<file path="config.mk">
export PLATFORM = sky130hd
export DESIGN_NAME = sha_ram
export DESIGN_NICKNAME = d
export VERILOG_FILES = /design/src/hw/rtl/sha256_byte_stream_hasher_top_defines.svh /design/src/hw/rtl/sha_ram.sv
export SDC_FILE = /design/constraint.sdc
export NUM_CORES = 1
export LEC_CHECK = 0
export BUFFER_PORTS_ARGS = -buffer_cell sky130_fd_sc_hd__buf_2
export CAP_MARGIN = 5
export CORE_MARGIN = 1
export CORE_UTILIZATION = 50
export DETAILED_ROUTE_END_ITERATION = 10
export GPL_TIMING_DRIVEN = 0
export PLACE_DENSITY = 0.76
export RECOVER_POWER = 25
export SLEW_MARGIN = 20
export SYNTH_ARGS = -nofsm -noshare
export SYNTH_HDL_FRONTEND = slang
export SYNTH_SLANG_ARGS = --single-unit
</file>
<file path="constraint.sdc">
create_clock -name clk -period 6.1 [get_ports clk]
set_clock_uncertainty 0.1 [all_clocks]
set_input_delay 0.61 -clock clk [delete_from_list [all_inputs] [get_ports clk]]
set_output_delay 0.61 -clock clk [all_outputs]
set_load 0.05 [all_outputs]
</file>
<file path="src/hw/rtl/sha256_byte_stream_hasher_top_defines.svh">
// Assertion macros shared by the RTL files.
`ifndef SHA256_BYTE_STREAM_HASHER_TOP_DEFINES_SVH
`define SHA256_BYTE_STREAM_HASHER_TOP_DEFINES_SVH

// Implication checked at every clock edge outside reset.
`define SHA_ASSERT_IMP(label, clk, rst, ante, cons) \
  label: assert property (@(posedge clk) disable iff (rst) (ante) |-> (cons)) \
    else $error("assertion failed");

// Implication checked in the cycle after the antecedent.
`define SHA_ASSERT_NEXT(label, clk, rst, ante, cons) \
  label: assert property (@(posedge clk) disable iff (rst) (ante) |=> (cons)) \
    else $error("assertion failed");

`endif

</file>
<file path="src/hw/rtl/sha_ram.sv">
module sha_ram #(
  parameter int unsigned WIDTH = 8,
  parameter int unsigned DEPTH = 64
) (
  input  logic                     clk,
  input  logic                     wr_en,
  input  logic [$clog2(DEPTH)-1:0] wr_addr,
  input  logic [WIDTH-1:0]         wr_data,
  input  logic [$clog2(DEPTH)-1:0] rd_addr,
  output logic [WIDTH-1:0]         rd_data
);

  logic [WIDTH-1:0] mem [DEPTH];

  always_ff @(posedge clk) begin
    if (wr_en) begin
      mem[wr_addr] <= wr_data;
    end
    rd_data <= mem[rd_addr];
  end

endmodule

</file>
### Yosys cells after proc, flatten, opt, wreduce, memory -nomap -nowiden

Memories as Yosys holds them, arrays and structs flattened. A register that Yosys moved wholly into a read port is not among the register bits.
Cells that the tools add are included.

* bits of input ports: 22
* memories: 1
* bits in writable memories: 512
* word-level logic and storage cells: 3
* register bits: 0
* output and inout bits: 8

* mux-type cells: 2

Memories
* mem: words 64, bits a word 8, rd ports 1, clocked after memory_dff 1, wr ports 1, RTL line sha_ram.sv:13 `logic [WIDTH-1:0] mem [DEPTH];`

Operator list (count)
* $mux W1: 2

### Depth between registers and ports, before layout

* depth after elaboration: 2
* depth in mapped cells: 9
* depth with buffers taken out: 5

### Worst setup path after synthesis

No wires, ideal clock.

* kind: input to register
* from: in rd_addr[1]
* to: reg rd_data[3], read port of mem
* setup time: 0.128 ns
* setup slack: 3.722 ns
* required time: 5.872 ns
* data arrival time: 2.150 ns
* buffers on the path: 3
* stages: 7
* cells stage by stage: buf_4 buf_2 buf_2 mux4_2 mux4_2 o21ai_1 o41ai_1

RTL lines
* start: declaration: RTL line sha_ram.sv:9 `input logic [$clog2(DEPTH)-1:0] rd_addr,`
* end: declaration: RTL line sha_ram.sv:10 `output logic [WIDTH-1:0] rd_data`

==> impl_metrics.yaml <==
timing:
  relSlewSlack: -0.986
  hold_viol: 0
  totalNegativeSetupSlack_ns: 0
  tightestPinTransition_ns: 2.98
  rsz0062_at_grt: "false"
  min_period_ns: 3.03
  setup_viol: 0
  fmax_ghz: 0.331
  hold_slack_ns: 0.452
  slew_violations: 455
  layout_setup_ws_ns: 3.07
  fin_crit_sh: 0.496
floorplanning:
  core_um2: 39700
  num_rows: 73
  top_level_ports: 30
  start_util: 0.508
  die-width_um: 203
  fp.dieArea_um2: 41100
  die_h_um: 203
cts:
  clk_latency_ns: 0.57
  cts.path.max_buffers: 3
  cts_sinks: 520
  cts_root_buf: "clkbuf_16"
  post_cts_resized: 0
  path_clk_slew_ns: 0.06
  cts_tree: "done"
  post-cts-setup-buffers: 0
  htree_levels: 2
  numCtsBuffers: 47
  cts_hold_buf: 0
power_and_ir_drop:
  p_seq_frac: 0.542
  irDropWorstVdd_mv: 0.183
  swShare: 0.212
  clkPwrFrac: 0.402
  p_int_mw: 5.76
  switching_power_mw: 1.55
  p_leak_nw: 6.93
  cellPowerDensity_nw_per_um2: 326
  pwr-share-comb: 0.056
detailed_routing:
  drcViolationCount: 0
  vias_per_cell: 6.31
  drtIter0Drc: 1243
  wirelength_um: 46000
  vias: 9935
  firstDrtPassIters: 8
  wl_per_cell_um: 29.2
  ant_nets: 0
synth:
  netlist_instances: 940
  synth_edf_count: 512
  synthTopCellsByArea: "edfxtp_1 (76%), mux4_2 (14%), nor2_1 (1.5%)"
  yosysMostFrequentCell: "edfxtp_1"
  avgSynthCellArea_um2: 21.5
  yosys_warnings: 0
  ys_seq_area_frac: 0.770
  synth_area_leader_cell: "edfxtp_1"
  netlist_area_um2: 20200
  yosysUniqueCellTypes: 40
  synthArstFlopShare: 0
  synth-seq-cells: 520
  yosys_most_used_dff: "edfxtp_1"
  synth_top_area_frac: 0.762
  syn-num-nets: 962
  synthTopCellsByCount: "edfxtp_1 (512), mux4_2 (126), nor2_1 (83), mux2i_1 (23), nand2_1 (19)"
layout:
  fillers: 2827
  final_cell_count_no_fill: 1574
  antenna_cells: 0
  nets: 1032
  area_growth_pct: 11.3
  drive_above_1_share: 0.244
worst_setup_path:
  required_ns: 6.38
  crit_arrival_ns: 3.30
  worst-path-max-fanout: 10
  rrSetupSlack_ns: 3.85
  startpoint_type: "primary input"
  reg2reg_to: "rd_data[5]$_DFF_P_"
  endpoint_kind: "flop"
  crit_type: "in -> reg"
  rr_startpoint: "mem[3][5]$_DFFE_PP_"
  reg2reg_depth: 4
global_route:
  grt_max_degree: 65
  grt_pass1_vias: 9981
  grt_use_total: 0.229
  antenna_found_initial: 4
  overflow: 0
  grt_pass1_wl_um: 66600
worst_hold_path:
  hold_depth: 2
  hold_class: "in -> reg"
  holdCritStartpoint: "rd_addr[5]"
  hold_end: "rd_data[3]$_DFF_P_"
place:
  place_ws_ns: 2.54
  io_buffers: 21
  hpwlAfterDp_um: 28800
  gp_congestion: 0.997
  placed_cells: 1486
job:
  cap_violations: 7
status:
  status: "finished, violations left"
  violations: "capacitance limit, slew limit"
-- cells by family (layout without fill, tap and decap cells) --
| logic type | Yosys count | count (layout) | share of synthesized area |
|---|---|---|---|
| AOI/OAI and AO/OA | 54 | 54 | 0.0207 |
| and+or+nand+nor | 153 | 153 | 0.0339 |
| muxes | 162 | 162 | 0.159 |
| buffers and inverters | 51 | 160 | 0.0157 |
| DFF | 520 | 520 | 0.770 |
-- power by group through the flow --
stage / combinational [mW] / sequential (mW) / clock [mW]
after detailed placement: 0.405 / 4.04 / 0
after CTS: 0.407 / 3.96 / 2.96
after global routing: 0.428 / 3.97 / 3.09
after global placement: 0.396 / 4.04 / 0
after floorplan: 0.211 / 4.06 / 0
final: 0.409 / 3.97 / 2.94
-- cell type report --
class                   count  area, um^2  area share
plain buffers              51         317      0.0141
flip-flops and latches    520       15500       0.692
multi-input cells         369        4330       0.193
well taps                 525         657      0.0293
repair buffers             21        96.3     0.00429
clock buffers              61        1250      0.0556
clock inverters            27         272      0.0121
-- sequential cells by signal (all words and copies together) (netlist names) --
name	count
mem	512
rd_data	8
-- how the worst max path moves through the flow --
stage / endpoint / cells past startpoint / from
after floorplan: rd_data[3]$_DFF_P_ / 7 / rd_addr[1]
after global placement: rd_data[3]$_DFF_P_ / 7 / rd_addr[2]
after detailed placement: rd_data[3]$_DFF_P_ / 7 / rd_addr[2]
after CTS: rd_data[3]$_DFF_P_ / 7 / rd_addr[2]
after global routing: rd_data[5]$_DFF_P_ / 7 / rd_addr[2]
final: rd_data[5]$_DFF_P_ / 7 / rd_addr[2]
-- layout by cell type (no fill, tap or decap), types with 3 or more instances in the layout --
master / n
dfxtp_1: 8
nor2b_1: 14
o221ai_1: 8
edfxtp_1: 512
buf_4: 13
clkbuf_16: 47
a21oi_1: 3
inv_6: 3
a22oi_1: 3
buf_2: 25
clkinv_2: 9
nand2_1: 19
clkbuf_1: 36
o22ai_1: 8
mux4_2: 126
clkinv_1: 7
nor2_1: 83
a211oi_1: 4
nand3_1: 13
nand3b_1: 3
mux2i_1: 23
buf_6: 4
nand2b_1: 7
o2111ai_1: 3
mux2_2: 13
a221oi_1: 6
buf_1: 4
bufinv_16: 5
o2bb2ai_1: 3
nor3_1: 5
-- critical path, cell delays in order --
cell and delay [ns]:
buf_2 0.19, buf_4 0.26, clkbuf_1 0.63, buf_2 0.54, o221ai_1 0.21, o21a_1 0.18, o41ai_1 0.65
-- metal layers --
metal,up-vias,global-route usage,wire length [um]
met5,-,0,40
met4,6,0.0897,1750
met3,114,0.0575,4900
met2,607,0.355,21600
met1,5137,0.314,17700
li1,4071,-,-
-- metrics by stage --
step                      utilization  total power, mW  cell area [um^2]
after global routing            0.565             7.49             22500
after global placement          0.527             4.43             20900
after floorplan                     -             4.27             20200
final                           0.565             7.32             22500
after CTS                       0.565             7.33             22500
after detailed placement        0.527             4.44             20900
Note: power is estimated with default switching activity, not from simulation.
