===== src/hw/rtl/sha256_byte_stream_hasher_top_defines.svh =====
// Assertion macros shared by the RTL files.
`ifndef SHA256_BYTE_STREAM_HASHER_TOP_DEFINES_SVH
`define SHA256_BYTE_STREAM_HASHER_TOP_DEFINES_SVH

// Implication checked at every clock edge outside reset.
`define SHA_ASSERT_IMP(label, clk, rst, ante, cons) \
  label: assert property (@(posedge clk) disable iff (rst) (ante) |-> (cons)) \
    else $error("assertion failed");

// Implication checked in the cycle after the antecedent.
`define SHA_ASSERT_NEXT(label, clk, rst, ante, cons) \
  label: assert property (@(posedge clk) disable iff (rst) (ante) |=> (cons)) \
    else $error("assertion failed");

`endif


===== src/hw/rtl/sha_pkg.sv =====
package sha_pkg;

  typedef enum logic {
    OP_APPEND = 1'b0,
    OP_FINISH = 1'b1
  } op_t;

  typedef struct packed {
    logic       operation;
    logic [7:0] data_byte;
  } in_word_t;

  typedef struct packed {
    logic [31:0] digest_word;
    logic [2:0]  word_index;
    logic        last_word;
  } out_word_t;

  localparam logic [7:0] PAD_BYTE = 8'h80;
  localparam int unsigned BLOCK_BYTES = 64;
  localparam int unsigned LEN_OFFSET = 56;
  localparam logic [9:0] BLOCK_BITS = 10'd512;

  localparam logic [31:0] INIT_H [8] = '{
    32'h6a09e667, 32'hbb67ae85, 32'h3c6ef372, 32'ha54ff53a,
    32'h510e527f, 32'h9b05688c, 32'h1f83d9ab, 32'h5be0cd19
  };

  localparam logic [31:0] ROUND_K [64] = '{
    32'h428a2f98, 32'h71374491, 32'hb5c0fbcf, 32'he9b5dba5,
    32'h3956c25b, 32'h59f111f1, 32'h923f82a4, 32'hab1c5ed5,
    32'hd807aa98, 32'h12835b01, 32'h243185be, 32'h550c7dc3,
    32'h72be5d74, 32'h80deb1fe, 32'h9bdc06a7, 32'hc19bf174,
    32'he49b69c1, 32'hefbe4786, 32'h0fc19dc6, 32'h240ca1cc,
    32'h2de92c6f, 32'h4a7484aa, 32'h5cb0a9dc, 32'h76f988da,
    32'h983e5152, 32'ha831c66d, 32'hb00327c8, 32'hbf597fc7,
    32'hc6e00bf3, 32'hd5a79147, 32'h06ca6351, 32'h14292967,
    32'h27b70a85, 32'h2e1b2138, 32'h4d2c6dfc, 32'h53380d13,
    32'h650a7354, 32'h766a0abb, 32'h81c2c92e, 32'h92722c85,
    32'ha2bfe8a1, 32'ha81a664b, 32'hc24b8b70, 32'hc76c51a3,
    32'hd192e819, 32'hd6990624, 32'hf40e3585, 32'h106aa070,
    32'h19a4c116, 32'h1e376c08, 32'h2748774c, 32'h34b0bcb5,
    32'h391c0cb3, 32'h4ed8aa4a, 32'h5b9cca4f, 32'h682e6ff3,
    32'h748f82ee, 32'h78a5636f, 32'h84c87814, 32'h8cc70208,
    32'h90befffa, 32'ha4506ceb, 32'hbef9a3f7, 32'hc67178f2
  };

  function automatic logic [31:0] ror32(input logic [31:0] x, input int unsigned n);
    ror32 = (x >> n) | (x << (32 - n));
  endfunction

  function automatic logic [31:0] sig0(input logic [31:0] y);
    sig0 = ror32(y, 7) ^ ror32(y, 18) ^ (y >> 3);
  endfunction

  function automatic logic [31:0] sig1(input logic [31:0] x);
    sig1 = ror32(x, 17) ^ ror32(x, 19) ^ (x >> 10);
  endfunction

  function automatic logic [31:0] bsig0(input logic [31:0] a);
    bsig0 = ror32(a, 2) ^ ror32(a, 13) ^ ror32(a, 22);
  endfunction

  function automatic logic [31:0] bsig1(input logic [31:0] e);
    bsig1 = ror32(e, 6) ^ ror32(e, 11) ^ ror32(e, 25);
  endfunction

endpackage


===== src/hw/rtl/sha_ram.sv =====
module sha_ram #(
  parameter int unsigned WIDTH = 8,
  parameter int unsigned DEPTH = 64
) (
  input  logic                     clk,
  input  logic                     wr_en,
  input  logic [$clog2(DEPTH)-1:0] wr_addr,
  input  logic [WIDTH-1:0]         wr_data,
  input  logic [$clog2(DEPTH)-1:0] rd_addr,
  output logic [WIDTH-1:0]         rd_data
);

  logic [WIDTH-1:0] mem [DEPTH];

  always_ff @(posedge clk) begin
    if (wr_en) begin
      mem[wr_addr] <= wr_data;
    end
    rd_data <= mem[rd_addr];
  end

endmodule


===== src/hw/rtl/sha_core.sv =====
`include "sha256_byte_stream_hasher_top_defines.svh"

// Compression engine. Reads the 16 block words from the word memory, keeps the
// message schedule in a 16-word shift window and runs one round per cycle.
// Hash words live in a second memory, read and written back one per cycle.
module sha_core (
  input  logic        clk,
  input  logic        rst,
  input  logic        start,
  input  logic        init_hash,
  output logic        busy,
  // block word memory read port
  output logic [3:0]  blk_addr,
  input  logic [31:0] blk_data,
  // hash word read port for the digest
  input  logic [2:0]  dig_addr,
  output logic [31:0] dig_data
);
  import sha_pkg::*;

  typedef enum logic [2:0] {
    S_IDLE, S_INIT, S_LOADH, S_ROUND, S_FOLD
  } state_t;

  state_t      state;
  logic [6:0]  cnt;
  logic [31:0] v [8];
  logic [31:0] w [16];
  logic        h_we;
  logic [2:0]  h_waddr;
  logic [31:0] h_wdata;
  logic [2:0]  h_raddr;
  logic [31:0] h_rdata;
  logic [31:0] w_cur;
  logic [31:0] w_new;
  logic [31:0] t1;
  logic [31:0] t2;
  logic [31:0] vs;

  sha_ram #(.WIDTH(32), .DEPTH(8)) u_hash (
    .clk(clk), .wr_en(h_we), .wr_addr(h_waddr), .wr_data(h_wdata),
    .rd_addr(h_raddr), .rd_data(h_rdata)
  );

  assign busy = (state != S_IDLE);
  assign dig_data = h_rdata;
  // word 0 is fetched during the hash load so round 1 finds it ready
  assign blk_addr = (state == S_ROUND) ? cnt[3:0] : 4'd0;

  // round word: memory data for the first 16 rounds, else schedule
  assign w_new = sig1(w[14]) + w[9] + sig0(w[1]) + w[0];
  assign w_cur = (cnt < 7'd17) ? blk_data : w_new;
  assign t1 = v[7] + bsig1(v[4]) + ((v[4] & v[5]) ^ (~v[4] & v[6]))
              + ROUND_K[cnt[5:0] - 6'd1] + w_cur;
  assign t2 = bsig0(v[0]) + ((v[0] & v[1]) ^ (v[0] & v[2]) ^ (v[1] & v[2]));

  always_comb begin
    h_raddr = dig_addr;
    h_we = 1'b0;
    h_waddr = cnt[2:0];
    h_wdata = INIT_H[cnt[2:0]];
    vs = v[0];
    case (cnt[2:0])
      3'd0: vs = v[0];
      3'd1: vs = v[1];
      3'd2: vs = v[2];
      3'd3: vs = v[3];
      3'd4: vs = v[4];
      3'd5: vs = v[5];
      3'd6: vs = v[6];
      default: vs = v[7];
    endcase
    case (state)
      S_INIT: h_we = 1'b1;
      S_LOADH: h_raddr = cnt[2:0];
      // H0 must be on the read port when the fold starts
      S_ROUND: h_raddr = 3'd0;
      S_FOLD: begin
        h_raddr = cnt[2:0] + 3'd1;
        h_we = 1'b1;
        h_wdata = h_rdata + vs;
      end
      default: ;
    endcase
  end

  always_ff @(posedge clk) begin
    if (rst) begin
      state <= S_INIT;
      cnt <= '0;
    end else begin
      case (state)
        S_IDLE: begin
          cnt <= '0;
          if (init_hash) begin
            state <= S_INIT;
          end else if (start) begin
            state <= S_LOADH;
          end
        end
        S_INIT: begin
          cnt <= cnt + 7'd1;
          if (cnt[2:0] == 3'd7) begin
            state <= S_IDLE;
          end
        end
        S_LOADH: begin
          // address issued at cnt, data arrives at cnt+1
          if (cnt != 7'd0) begin
            v[cnt[2:0] - 3'd1] <= h_rdata;
          end
          if (cnt == 7'd8) begin
            state <= S_ROUND;
            cnt <= 7'd1;
          end else begin
            cnt <= cnt + 7'd1;
          end
        end
        S_ROUND: begin
          for (int i = 0; i < 15; i++) begin
            w[i] <= w[i + 1];
          end
          w[15] <= w_cur;
          v[7] <= v[6]; v[6] <= v[5]; v[5] <= v[4]; v[4] <= v[3] + t1;
          v[3] <= v[2]; v[2] <= v[1]; v[1] <= v[0]; v[0] <= t1 + t2;
          if (cnt == 7'd64) begin
            state <= S_FOLD;
            cnt <= '0;
          end else begin
            cnt <= cnt + 7'd1;
          end
        end
        S_FOLD: begin
          cnt <= cnt + 7'd1;
          if (cnt[2:0] == 3'd7) begin
            state <= S_IDLE;
          end
        end
        default: state <= S_IDLE;
      endcase
    end
  end

  `SHA_ASSERT_IMP(a_start_idle, clk, rst, start && busy, 1'b0)
  `SHA_ASSERT_IMP(a_round_cnt, clk, rst, state == S_ROUND, cnt != 7'd0 && cnt <= 7'd64)
  `SHA_ASSERT_NEXT(a_fold_done, clk, rst, state == S_FOLD && cnt[2:0] == 3'd7, !busy)

endmodule

===== config.mk =====
export PLATFORM = sky130hd
export DESIGN_NAME = sha_core
export DESIGN_NICKNAME = d
export VERILOG_FILES = /design/src/hw/rtl/sha_pkg.sv /design/src/hw/rtl/sha_ram.sv /design/src/hw/rtl/sha_core.sv
export VERILOG_INCLUDE_DIRS = /design/src /design/src/hw/rtl
export SDC_FILE = /design/constraint.sdc
export NUM_CORES = 2
export LEC_CHECK = 0
export ABC_AREA = 1
export ABC_CLOCK_PERIOD_IN_PS = 49500
export BUFFER_PORTS_ARGS = -buffer_cell sky130_fd_sc_hd__clkbuf_2
export CORE_ASPECT_RATIO = 1.75
export CORE_MARGIN = 3
export CORE_UTILIZATION = 35
export DETAILED_ROUTE_END_ITERATION = 7
export PLACE_DENSITY = 0.49
export REMOVE_ABC_BUFFERS = 1
export SKIP_LAST_GASP = 1
export SLEW_MARGIN = 20
export SYNTH_ARGS = -nofsm -noshare
export SYNTH_HDL_FRONTEND = slang
export SYNTH_SLANG_ARGS = --single-unit

===== constraint.sdc =====
create_clock -name clk -period 49.5 [get_ports clk]
set_clock_uncertainty 0.1 [all_clocks]
set_input_delay 14.85 -clock clk [delete_from_list [all_inputs] [get_ports clk]]
set_output_delay 14.85 -clock clk [all_outputs]
set_load 0.01 [all_outputs]

Word level (Yosys, flattened, before mapping)

Memories as Yosys holds them, arrays and structs flattened. A register that Yosys moved wholly into a read port is not among the register bits.
Cells that the tools add are included.

Register bits: 10
RAM bits: 1024
Memory bits (read-only): 2304
Bits of input ports: 39
Output and inout bits: 37
Word-level logic and storage cells: 110
Memories kept: 5

Memories:

| name            | words | width | rd ports | clocked after Yosys merged registers in | write ports | RTL line       | text |
|---|---|---|---|---|---|---|---|
| (no name shown) | 64    | 32    | 1        | 0                                       | 0           | sha_core.sv:54 | `+ ROUND_K[cnt[5:0] - 6'd1] + w_cur;` |
| w               | 16    | 32    | 16       | 0                                       | 16          | sha_core.sv:28 | `logic [31:0] w [16];` |
| (no name shown) | 8     | 32    | 1        | 0                                       | 0           | sha_core.sv:61 | `h_wdata = INIT_H[cnt[2:0]];` |
| u_hash.mem      | 8     | 32    | 1        | 1                                       | 1           | sha_ram.sv:13  | `logic [WIDTH-1:0] mem [DEPTH];` |
| v               | 8     | 32    | 8        | 0                                       | 8           | sha_core.sv:27 | `logic [31:0] v [8];` |

Add/sub/neg operators: 15
Magnitude comparators: 3
Equal/unequal tests: 17
Muxes and demuxes: 31
Bitwise logic cells: 29
Reduce and logical (&&, ||, !) cells: 8

Operator list:

| operator                                                         | count |
|---|---|
| 32-bit adder                                                     | 11 |
| 32-bit bitwise XOR                                               | 9 |
| 32-bit 2-to-1 mux                                                | 7 |
| 32-bit case mux with 7 select lines                              | 1 |
| 32-bit bitwise AND                                               | 5 |
| 32-bit inverter                                                  | 1 |
| 10-bit by 32-bit bitwise OR with 32-bit output                   | 1 |
| 13-bit by 32-bit bitwise OR with 32-bit output                   | 1 |
| 14-bit by 32-bit bitwise OR with 32-bit output                   | 1 |
| 15-bit by 32-bit bitwise OR with 32-bit output                   | 1 |
| 19-bit by 32-bit bitwise OR with 32-bit output                   | 1 |
| 21-bit by 32-bit bitwise OR with 32-bit output                   | 1 |
| 25-bit by 32-bit bitwise OR with 32-bit output                   | 1 |
| 26-bit by 32-bit bitwise OR with 32-bit output                   | 1 |
| 30-bit by 32-bit bitwise OR with 32-bit output                   | 1 |
| 7-bit by 32-bit bitwise OR with 32-bit output                    | 1 |
| 32-bit OR reduction                                              | 1 |
| 32-bit by 22-bit bitwise XOR with 32-bit output                  | 1 |
| 32-bit by 29-bit bitwise XOR with 32-bit output                  | 1 |
| 7-bit case mux with 4 select lines                               | 1 |
| 3-bit 2-to-1 mux                                                 | 6 |
| 3-bit == test (second input constant)                            | 5 |
| 7-bit 2-to-1 mux                                                 | 2 |
| 3-bit by 2-bit == test with 1-bit output (second input constant) | 4 |
| other kinds (25)                                                 | 38 |

Longest topological paths before layout

Depth in word-level cells: 9
Depth in mapped cells: 52
Gate-level depth less buffers: 51

Hierarchy

From an unflattened synthesis, not the netlist that was laid out.

Cells, all modules: 5845
Area total of the unflattened synthesis: 58489.8 sq um

By module, submodules not included:

| module   | times used | cells each | area each (sq um) | sequential area each (sq um) |
|---|---|---|---|---|
| sha_core | 1          | 4689       | 46617.2           | 23262.3 |
| sha_ram  | 1          | 1156       | 11872.6           | 8328.0 |

Least setup slack after synthesis

No wires, ideal clock.

Path type: input to register
Start point: in rst
End point: mem w[0][0] (enable)
Setup time: 1.076 ns
Arrival: 29.269 ns
Required time: 48.324 ns
Setup slack: 19.054 ns
Cell stages on the path: 3
Path buffers: 2
Cells stage by stage: clkbuf_1 > nor2_1 > clkbuf_1

RTL lines:

| what            | RTL line       | text |
|---|---|---|
| start, declared | sha_core.sv:8  | `input logic rst,` |
| end, declared   | sha_core.sv:28 |  |

==> qor.csv <==
stage,metric,value,unit
detailed_routing,num_vias,41300,
placement,pre_cts_slack,26.34,ns
floorplanning,start_util,0.353,
sta,max-slew-margin-rel,0.170,
worst_setup_path,worstPathMaxFanout,5,
sta,worstMarginPinSlew,1.24,ns
synthesis,synth_common_cells,"edfxtp_1, inv_1, nand2_1, o21ai_0, nor2_1",
grt,grt_pass1_wl,301,mm
placement,dp.cells,7706,
floorplanning,pin_count,76,
clock_tree,hold_buffers,0,
clock_tree,cts_made_buffers,104,
detailed_routing,via_per_inst,5.22,
finish,ff_latch_area,31600,um^2
detailed_routing,postRouteAntennaNets,0,
floorplanning,core.rowCount,197,
finish,fin_cells,7902,
placement,dp_hpwl,165,mm
sta,setup_viol,0,
detailed_routing,drc,0,
floorplanning,die_w,314,um
finish,nNetsFinal,6025,
synthesis,ys_types,63,
sta,drv_slew,0,
grt,antenna_found_initial,2,
clock_tree,cts_sinks,1066,
floorplanning,core_area,165000,um^2
clock_tree,h-tree-depth,3,
synthesis,async_reset_ff_frac,0,
placement,placed_area,61100,um^2
worst_setup_path,cp_data_required_time,49.85,ns
status,status,"complete, no violations",
flow_run,drv_cap,0,
worst_setup_path,cpPeakStageDelay,0.73,ns
synthesis,synth_area_per_cell,10.4,um^2
floorplanning,die_h,545,um
worst_setup_path,critPathLaunchType,input pin,
synthesis,synth_edf_count,1024,
finish,postLayoutCellArea,64500,um^2
placement,gp_congestion,0.976,
sta,post-route-min-period,22.50,ns
clock_tree,cts_tree,done,
synthesis,synthTopCellsByArea,"edfxtp_1, fa_1, inv_1",
finish,syn2layout_area_growth,11.1,%
worst_setup_path,cp_slowest_cell,nor3_2,
detailed_routing,wirelength,214,mm
finish,multiInputGateArea,22600,um^2
synthesis,synth_top_area_cell,edfxtp_1,
detailed_routing,wl_per_cell,27.0,um
clock_tree,clkSlewWorstSetupHoldPaths,0.06,ns
floorplanning,die_area,171000,um^2
detailed_routing,drtPass1Iterations,7,
sta,period_share,0.455,
worst_setup_path,path_class,input pin to flip-flop,
synthesis,synthFlopType,edfxtp_1,
detailed_routing,drtIter0Drc,3300,
grt,grt_pass1_vias,42100,
worst_setup_path,arrival,22.86,ns
synthesis,yosysMostFrequentCell,edfxtp_1,
clock_tree,cts_setup_buffers,0,
finish,num-fill-cells,16400,
clock_tree,insertion_delay,0.75,ns
sta,grt_setup_unrepaired,false,
synthesis,synth_top_area_frac,0.529,
synthesis,syn_inst,5579,
sta,fin_ws,27.00,ns
placement,port_buffers,75,
grt,grt_start_max_net_pins,167,
grt,grtUsageTotal,0.248,
synthesis,ys_seq_area_frac,0.544,
worst_setup_path,endpoint_kind,flip-flop,
grt,grt_overflow,0,
synthesis,synth_area,58100,um^2
sta,fmax,0.0444,GHz
clock_tree,cts-resized-gates,0,
synthesis,synth_warnings,0,
clock_tree,ctsLongestPathBuffers,3,
finish,layout-drive-gt1-share,0.0725,
hold_path,hold_path_class,flip-flop to flip-flop,
synthesis,synth_seq_cells,1066,
clock_tree,clockRootBuffer,clkbuf_16,
sta,hold_violations,0,
==> metrics by stage <==
stage / util / hold WS (ns) / TNS, ns
after global routing: 0.392 / 0.321 / 0
after global placement: 0.371 / 0.300 / 0
after detailed placement: 0.371 / 0.305 / 0
after CTS: 0.392 / 0.315 / 0
final: 0.392 / 0.313 / 0
after floorplan: - / 0.300 / -3011.02
==> sequential cells by signal, indices dropped and copies added, names as in the netlist <==
name / cells
cnt: 7
v: 256
u_hash.rd_data: 32
u_hash.mem: 256
state: 3
w: 512
==> cell type report <==
class                           instances  share of cell area
Multi-Input combinational cell       3450               0.350
Timing Repair Buffer                  151              0.0149
Clock buffer                          135              0.0449
Antenna cell                            1           0.0000388
Clock inverter                         60             0.00849
Inverter                              850              0.0496
Tap cell                             2189              0.0424
Sequential cell                      1066               0.490
==> cells in the final DEF, fill, tap and decap left out, drive strengths merged, types with 43 or more instances in the layout <==
cell	n
fa	188
nand3	170
o21a	43
o22ai	65
a31oi	56
edfxtp	1024
xor2	173
buf	76
nor2	432
nand2	732
xnor2	166
a21oi	275
inv	854
clkbuf	210
nor3	75
o21ai	637
ha	175
o21bai	59
==> final timing paths <==
path	startpoint	endpoint	slack, ns	cells after the start
hold reg to reg	w[0][243]	w[0][211]	0.31	0
hold / removal	w[0][243]	w[0][211]	0.31	0
setup reg to reg	cnt[0]	v[0][27]	37.42	38
setup / recovery	blk_data[1]	v[0][27]	27.00	33
==> cells by family after synthesis <==
family | after synthesis | share of synthesized area
fa+ha+maj | 363 | 0.103
xor+xnor | 339 | 0.0513
buf+inv | 1063 | 0.0714
simple gates | 1460 | 0.104
flops | 1066 | 0.544
compound gates | 1288 | 0.127
==> worst max-delay path, delay by kind of cell <==
kind | cells | cell delay, ns
AND/OR/NAND/NOR | 11 | 2.48
XOR/XNOR | 2 | 0.49
adder cells (fa/ha/maj) | 7 | 3.07
AO/OA/AOI/OAI | 6 | 1.45
buffers and inverters | 7 | 0.52
==> metal layers <==
layer | share of wire | vias to the layer above | GRT usage
met2 | 0.54 | 1127 | 0.471
met1 | 0.34 | 20600 | 0.250
met5 | 0 | - | 0
li1 | - | 19100 | -
met4 | 0.088 | 0 | 0.186
met3 | 0.030 | 466 | 0.0206
Power is left out: the tool's default activity adds up to more than one toggle a clock period on the data nets, which glitch-free logic cannot reach.
